<file path="config.mk">
export PLATFORM = sky130hd
export DESIGN_NAME = afm_walker
export DESIGN_NICKNAME = d
export VERILOG_FILES = /design/src/rtl/afm_pkg.sv /design/src/rtl/afm_walker.sv
export VERILOG_INCLUDE_DIRS = /design/src /design/src/rtl
export SDC_FILE = /design/constraint.sdc
export NUM_CORES = 1
export LEC_CHECK = 0
export BUFFER_PORTS_ARGS = -buffer_cell sky130_fd_sc_hd__buf_2
export CORE_MARGIN = 4
export CORE_UTILIZATION = 35
export CTS_CLUSTER_DIAMETER = 80
export DETAILED_ROUTE_END_ITERATION = 6
export HOLD_SLACK_MARGIN = 0.08
export PLACE_DENSITY = 0.56
export SLEW_MARGIN = 20
export SYNTH_ARGS = -nofsm -noshare
export SYNTH_HDL_FRONTEND = slang
export SYNTH_SLANG_ARGS = --single-unit
export TNS_END_PERCENT = 1
</file>
<file path="constraint.sdc">
create_clock -name clk_i -period 4.4 [get_ports clk_i]
set_input_delay 0 -clock clk_i [delete_from_list [all_inputs] [get_ports clk_i]]
set_output_delay 0 -clock clk_i [all_outputs]
set_load 0.05 [all_outputs]
</file>
<file path="src/rtl/assert_macros.svh">
// Assertion helpers, included by the walker RTL.
`ifndef ASSERT_MACROS_SVH
`define ASSERT_MACROS_SVH

`ifndef ASSERT_OFF

// Property that must hold at every clock edge out of reset.
`define ASSERT_CLK(lbl, clk, rstn, prop) \
  lbl: assert property (@(posedge clk) disable iff (!(rstn)) (prop)) \
    else $error("assertion failed");

// Expression that must never be true out of reset.
`define ASSERT_NEVER(lbl, clk, rstn, expr) \
  lbl: assert property (@(posedge clk) disable iff (!(rstn)) !(expr)) \
    else $error("assertion failed");

`else

`define ASSERT_CLK(lbl, clk, rstn, prop)
`define ASSERT_NEVER(lbl, clk, rstn, expr)

`endif

`endif

</file>
<file path="src/rtl/afm_pkg.sv">
package afm_pkg;

  localparam int SYMBOL_BITS = 8;
  localparam int IDX_W       = SYMBOL_BITS + 1;
  localparam int NUM_SYM     = (1 << SYMBOL_BITS) + 1;
  localparam int CNT_W       = 32;
  localparam int SYM_W       = 9;
  localparam int CMP_W       = (IDX_W > SYM_W) ? IDX_W : SYM_W;

  localparam logic [IDX_W-1:0] ESC_SYM   = IDX_W'(NUM_SYM - 1);
  localparam logic [CNT_W-1:0] TOTAL_MAX = '1;
  localparam logic [CNT_W-1:0] TOTAL_RST = CNT_W'(NUM_SYM);

  typedef enum logic {
    OP_ENCODE = 1'b0,
    OP_DECODE = 1'b1
  } op_e;

  typedef enum logic [1:0] {
    ST_IDLE,
    ST_WALK,
    ST_EMIT
  } state_e;

  typedef struct packed {
    logic [SYM_W-1:0] symbol;
    logic [CNT_W-1:0] low_cum;
    logic [CNT_W-1:0] high_cum;
    logic [CNT_W-1:0] total_used;
    logic [CNT_W-1:0] next_total;
    logic             error;
    logic             saturated;
  } result_t;

  // Controls from the walker to the ring of count cells.
  typedef struct packed {
    logic shift;
    logic inc;
  } ring_ctrl_t;

endpackage

</file>
<file path="src/rtl/afm_walker.sv">
`include "assert_macros.svh"

module afm_walker
  import afm_pkg::*;
(
  input  logic             clk_i,
  input  logic             rst_ni,
  input  logic             in_valid_i,
  output logic             in_ready_o,
  input  logic             op_i,
  input  logic [SYM_W-1:0] symbol_i,
  input  logic [CNT_W-1:0] target_i,
  input  logic [CNT_W-1:0] head_i,
  output ring_ctrl_t       ring_o,
  output logic             res_valid_o,
  input  logic             res_ready_i,
  output result_t          res_o
);

  state_e           state_q, state_d;
  logic [IDX_W-1:0] step_q;
  logic [CNT_W-1:0] acc_q;
  logic             found_q;
  op_e              op_q;
  logic [IDX_W-1:0] sym_q;
  logic [CNT_W-1:0] target_q;
  logic [CNT_W-1:0] total_q;
  logic [CNT_W-1:0] used_q;
  logic             sat_q;
  logic             err_q;
  logic [IDX_W-1:0] rsym_q;
  logic [CNT_W-1:0] rlow_q;
  logic [CNT_W-1:0] rhigh_q;

  logic             accept;
  logic             bad_target;
  logic [CMP_W-1:0] sym_ext;
  logic [IDX_W-1:0] sym_clamped;
  logic [CNT_W:0]   sum;
  logic             hit;
  logic             last_step;
  logic [CNT_W-1:0] next_total;

  assign accept     = in_valid_i && in_ready_o;
  assign bad_target = (op_e'(op_i) == OP_DECODE) && (target_i >= total_q);
  assign sym_ext    = CMP_W'(symbol_i);
  assign sym_clamped = (sym_ext > CMP_W'(ESC_SYM)) ? ESC_SYM : IDX_W'(sym_ext);

  assign sum       = {1'b0, acc_q} + {1'b0, head_i};
  assign last_step = (step_q == ESC_SYM);

  always_comb begin
    hit = 1'b0;
    if (state_q == ST_WALK && !found_q) begin
      if (op_q == OP_ENCODE) begin
        hit = (step_q == sym_q);
      end else begin
        hit = last_step || (sum > {1'b0, target_q});
      end
    end
  end

  assign next_total = (err_q || sat_q) ? used_q : used_q + CNT_W'(1);

  // Next state.
  always_comb begin
    state_d = state_q;
    case (state_q)
      ST_IDLE: begin
        if (accept) begin
          state_d = bad_target ? ST_EMIT : ST_WALK;
        end
      end
      ST_WALK: begin
        if (last_step) begin
          state_d = ST_EMIT;
        end
      end
      ST_EMIT: begin
        if (res_ready_i) begin
          state_d = ST_IDLE;
        end
      end
      default: state_d = ST_IDLE;
    endcase
  end

  // Outputs.
  always_comb begin
    in_ready_o   = 1'b0;
    res_valid_o  = 1'b0;
    ring_o.shift = 1'b0;
    ring_o.inc   = 1'b0;
    case (state_q)
      ST_IDLE: in_ready_o = 1'b1;
      ST_WALK: begin
        ring_o.shift = 1'b1;
        ring_o.inc   = hit && !sat_q;
      end
      ST_EMIT: res_valid_o = 1'b1;
      default: ;
    endcase
  end

  always_ff @(posedge clk_i or negedge rst_ni) begin
    if (!rst_ni) begin
      state_q <= ST_IDLE;
      total_q <= TOTAL_RST;
      found_q <= 1'b0;
    end else begin
      state_q <= state_d;
      if (accept) begin
        found_q <= 1'b0;
      end else if (hit) begin
        found_q <= 1'b1;
      end
      if (state_q == ST_EMIT && res_ready_i) begin
        total_q <= next_total;
      end
    end
  end

  always_ff @(posedge clk_i) begin
    if (accept) begin
      op_q     <= op_e'(op_i);
      sym_q    <= sym_clamped;
      target_q <= target_i;
      used_q   <= total_q;
      step_q   <= '0;
      acc_q    <= '0;
      err_q    <= bad_target;
      sat_q    <= !bad_target && (total_q == TOTAL_MAX);
      rsym_q   <= '0;
      rlow_q   <= '0;
      rhigh_q  <= '0;
    end else if (state_q == ST_WALK) begin
      step_q <= step_q + IDX_W'(1);
      if (hit) begin
        rsym_q  <= step_q;
        rlow_q  <= acc_q;
        rhigh_q <= sum[CNT_W-1:0];
      end else if (!found_q) begin
        acc_q <= sum[CNT_W-1:0];
      end
    end
  end

  assign res_o.symbol     = SYM_W'(rsym_q);
  assign res_o.low_cum    = rlow_q;
  assign res_o.high_cum   = rhigh_q;
  assign res_o.total_used = used_q;
  assign res_o.next_total = next_total;
  assign res_o.error      = err_q;
  assign res_o.saturated  = sat_q;

  `ASSERT_CLK(a_inc_only_on_shift, clk_i, rst_ni, ring_o.inc |-> ring_o.shift)
  `ASSERT_NEVER(a_single_hit, clk_i, rst_ni, found_q && hit)
  `ASSERT_CLK(a_walk_finds, clk_i, rst_ni,
              (state_q == ST_WALK && last_step) |=> found_q)
  `ASSERT_CLK(a_err_no_walk, clk_i, rst_ni, (state_q == ST_WALK) |-> !err_q)

endmodule

</file>
==> impl_metrics.env <==
export IMPL_fin_skew_ns=0.0181
export IMPL_endpoint="ring_o[0]"
export IMPL_ys_ff_latch=225
export IMPL_yosysWarnings=0
export IMPL_clkTransAtPathRegs_ns=0.06
export IMPL_crit_chain="ha_4 -> buf_4 -> nand3_1 -> a21oi_2 -> nor2_2 -> a221oi_4 -> a41oi_4 -> o311a_1 -> or4_4 -> ha_4 -> nand4_1 -> buf_4 -> nor3_2 -> a211oi_2 -> o211ai_1 -> a21oi_2 -> o22ai_2 -> nand2_4 -> buf_6 -> nor2_2 -> buf_6"
export IMPL_setup_viol=106
export IMPL_rrSetupSlack_ns=-0.41
export IMPL_grt_remaining_overflow=0
export IMPL_synthesis_area_mm2=0.0119
export IMPL_initial_core_util=0.354
export IMPL_start_kind="flop"
export IMPL_cts_tree="built"
export IMPL_grt_total_usage=0.188
export IMPL_wl_um=36500
export IMPL_min_period_ns=4.82
export IMPL_reg2regPathDepth=21
export IMPL_cap_violations=0
export IMPL_rsz0062_at_grt="yes"
export IMPL_cp_arrival_ns=4.82
export IMPL_worstMarginPinSlew_ns=0.853
export IMPL_fmax_ghz=0.207
export IMPL_wl_per_cell_um=17.7
export IMPL_synth_main_ff_cell="dfxtp_1"
export IMPL_cts_htree_levels=1
export IMPL_synthArstFlopShare=0.156
export IMPL_ios=221
export IMPL_power_density_mw_per_mm2=718
export IMPL_ys_seq_area_frac=0.458
export IMPL_fin_setup_tns_ns=-31.63
export IMPL_timing_rr_start="acc_q[5]"
export IMPL_synth_edf_count=76
export IMPL_place_area_mm2=0.0144
export IMPL_slew_headroom=0.431
export IMPL_drt_vias_per_instance=4.90
export IMPL_final_area_mm2=0.0162
export IMPL_startpoint="acc_q[5]"
export IMPL_dpl_hpwl_um=27300
export IMPL_coreArea_mm2=0.0335
export IMPL_dp_cells=1943
export IMPL_grt_first_pass_wirelength_um=55000
export IMPL_antenna_found_initial=1
export IMPL_dieHeight_um=192
export IMPL_place_ws_ns=-0.483
export IMPL_post_synth_num_cell_types=70
export IMPL_ir_drop_mv=0.345
export IMPL_synthesis_nets=1373
export IMPL_rows=67
export IMPL_hold_ws_ns=0.131
export IMPL_vias=10091
export IMPL_cts_root_buf="clkbuf_16"
export IMPL_synthCells=1195
export IMPL_die_area_mm2=0.0370
export IMPL_layoutNonFillerInstCount=2059
export IMPL_cts_sinks=225
export IMPL_cp_required_ns=4.40
export IMPL_drt_iter0_drc=513
export IMPL_insertion_delay_ns=0.53
export IMPL_layout_common_cells="buf_2 (219), nor2_1 (166), buf_4 (126)"
export IMPL_critPathCaptureType="primary output"
export IMPL_p_total_mw=11.7
export IMPL_fin_nets=1768
export IMPL_violations="negative setup slack"
export IMPL_finalCritPeriodShare=1.10
export IMPL_drive_gt1_frac=0.294
export IMPL_synth_area_per_cell_um2=9.95
export IMPL_drcViolationCount=0
export IMPL_worst_path_max_delay_cell="or4_4"
export IMPL_io_buffers=220
export IMPL_report_final_slew_viol_count=0
export IMPL_gp_congestion=0.910
export IMPL_grt_max_degree=76
export IMPL_antenna_violating_nets_post_route=0
export IMPL_worst_slack_ns=-0.420
export IMPL_grt_pass1_vias=10054
export IMPL_r2r_end="acc_q[22]"
export IMPL_cts_made_buffers=27
export IMPL_area_delta_synth_final_pct=36.5
export IMPL_final_common_cell="buf_2"
export IMPL_worst_path_max_fanout=3
export IMPL_slowest_delay_ns=0.51
export IMPL_finalHoldViolCount=0
export IMPL_clock_path_buffers=3
export IMPL_worstHoldPathType="input port to asynchronous set/reset pin"
export IMPL_drtPass1Iterations=5
export IMPL_die_width_um=192
export IMPL_final_util=0.484
export IMPL_cellLeakagePower_nw=7.96
export IMPL_path_class="flop to primary output"
export IMPL_status="finished, violations left"
-- state kept, by name (all words and copies together), names as in the netlist, 2 cells and up --
name      count
acc_q        32
rhigh_q      32
rlow_q       32
rsym_q        9
state_q       2
step_q        9
sym_q         9
target_q     32
total_q      32
used_q       32
-- synth_stat cells, types with 33 or more instances --
master / n / area share
dfxtp_1: 114 / 0.19
xnor2_1: 36 / 0.027
nor2_1: 169 / 0.053
a21oi_1: 80 / 0.034
inv_1: 87 / 0.027
nand2_1: 52 / 0.016
nand4_1: 37 / 0.019
mux2i_1: 94 / 0.079
ha_1: 99 / 0.10
dfrtp_1: 33 / 0.069
o21ai_0: 37 / 0.016
edfxtp_1: 76 / 0.19
-- critical path, delay by kind of cell (launching register included) --
family	cells	cell delay, ns
AO/OA/AOI/OAI	8	1.53
AND/OR/NAND/NOR	7	1.24
buffers and inverters	4	0.62
adder cells (fa/ha/maj)	2	0.55
flip-flops	1	0.33
-- layer usage --
metal	share of wire	global-route usage	vias to the layer above
met1	0.47	0.267	4733
met4	0.021	0.0384	0
met5	0	0	-
met2	0.45	0.305	279
met3	0.056	0.0291	46
li1	-	-	5033
-- final cells by class --
type,instances,area (um2)
diodes,1,2.50
repair buffers,408,2790
fillers,3193,17300
flip-flops and latches,225,5450
inverters,89,339
clock inverters,7,87.6
clock buffers,42,762
multi-input cells,839,6230
well taps,448,561
-- cells by family (layout without fill, tap and decap cells) --
logic type | count (synthesis) | count (layout) | share of synthesized area
buffers and inverters | 131 | 546 | 0.0461
xor gates and xnor gates | 67 | 67 | 0.0494
muxes | 101 | 101 | 0.0858
and+or+nand+nor | 368 | 368 | 0.146
DFF | 225 | 225 | 0.458
adders and majority gates | 100 | 100 | 0.106
other | 0 | 1 | 0
AOI/OAI and AO/OA | 203 | 203 | 0.109
-- where the power goes --
group          internal (mW)  total (mW)  switching, mW
sequential              2.74        3.10          0.366
combinational           2.65        6.40           3.75
clock                   1.30        2.15          0.855
-- timing repair --
item	in CTS	in global routing
cloned	0	7
setup buffers	8	4
pin swaps	19	23
hold endpoints to repair	85	0
setup endpoints to repair	107	107
hold buffers	47	0
resized for setup	35	28
-- worst min path at each step --
stage | endpoint | slack [ns] | cells after the start
2_1_floorplan | found_q | -0.30 | 0
3_3_place_gp | total_q[26] | 0.16 | 1
3_5_place_dp | total_q[26] | 0.16 | 1
4_1_cts | total_q[26] | 0.13 | 2
5_1_grt | total_q[26] | 0.21 | 2
6_report | total_q[26] | 0.13 | 2
Note: power is estimated with default switching activity, not from simulation.
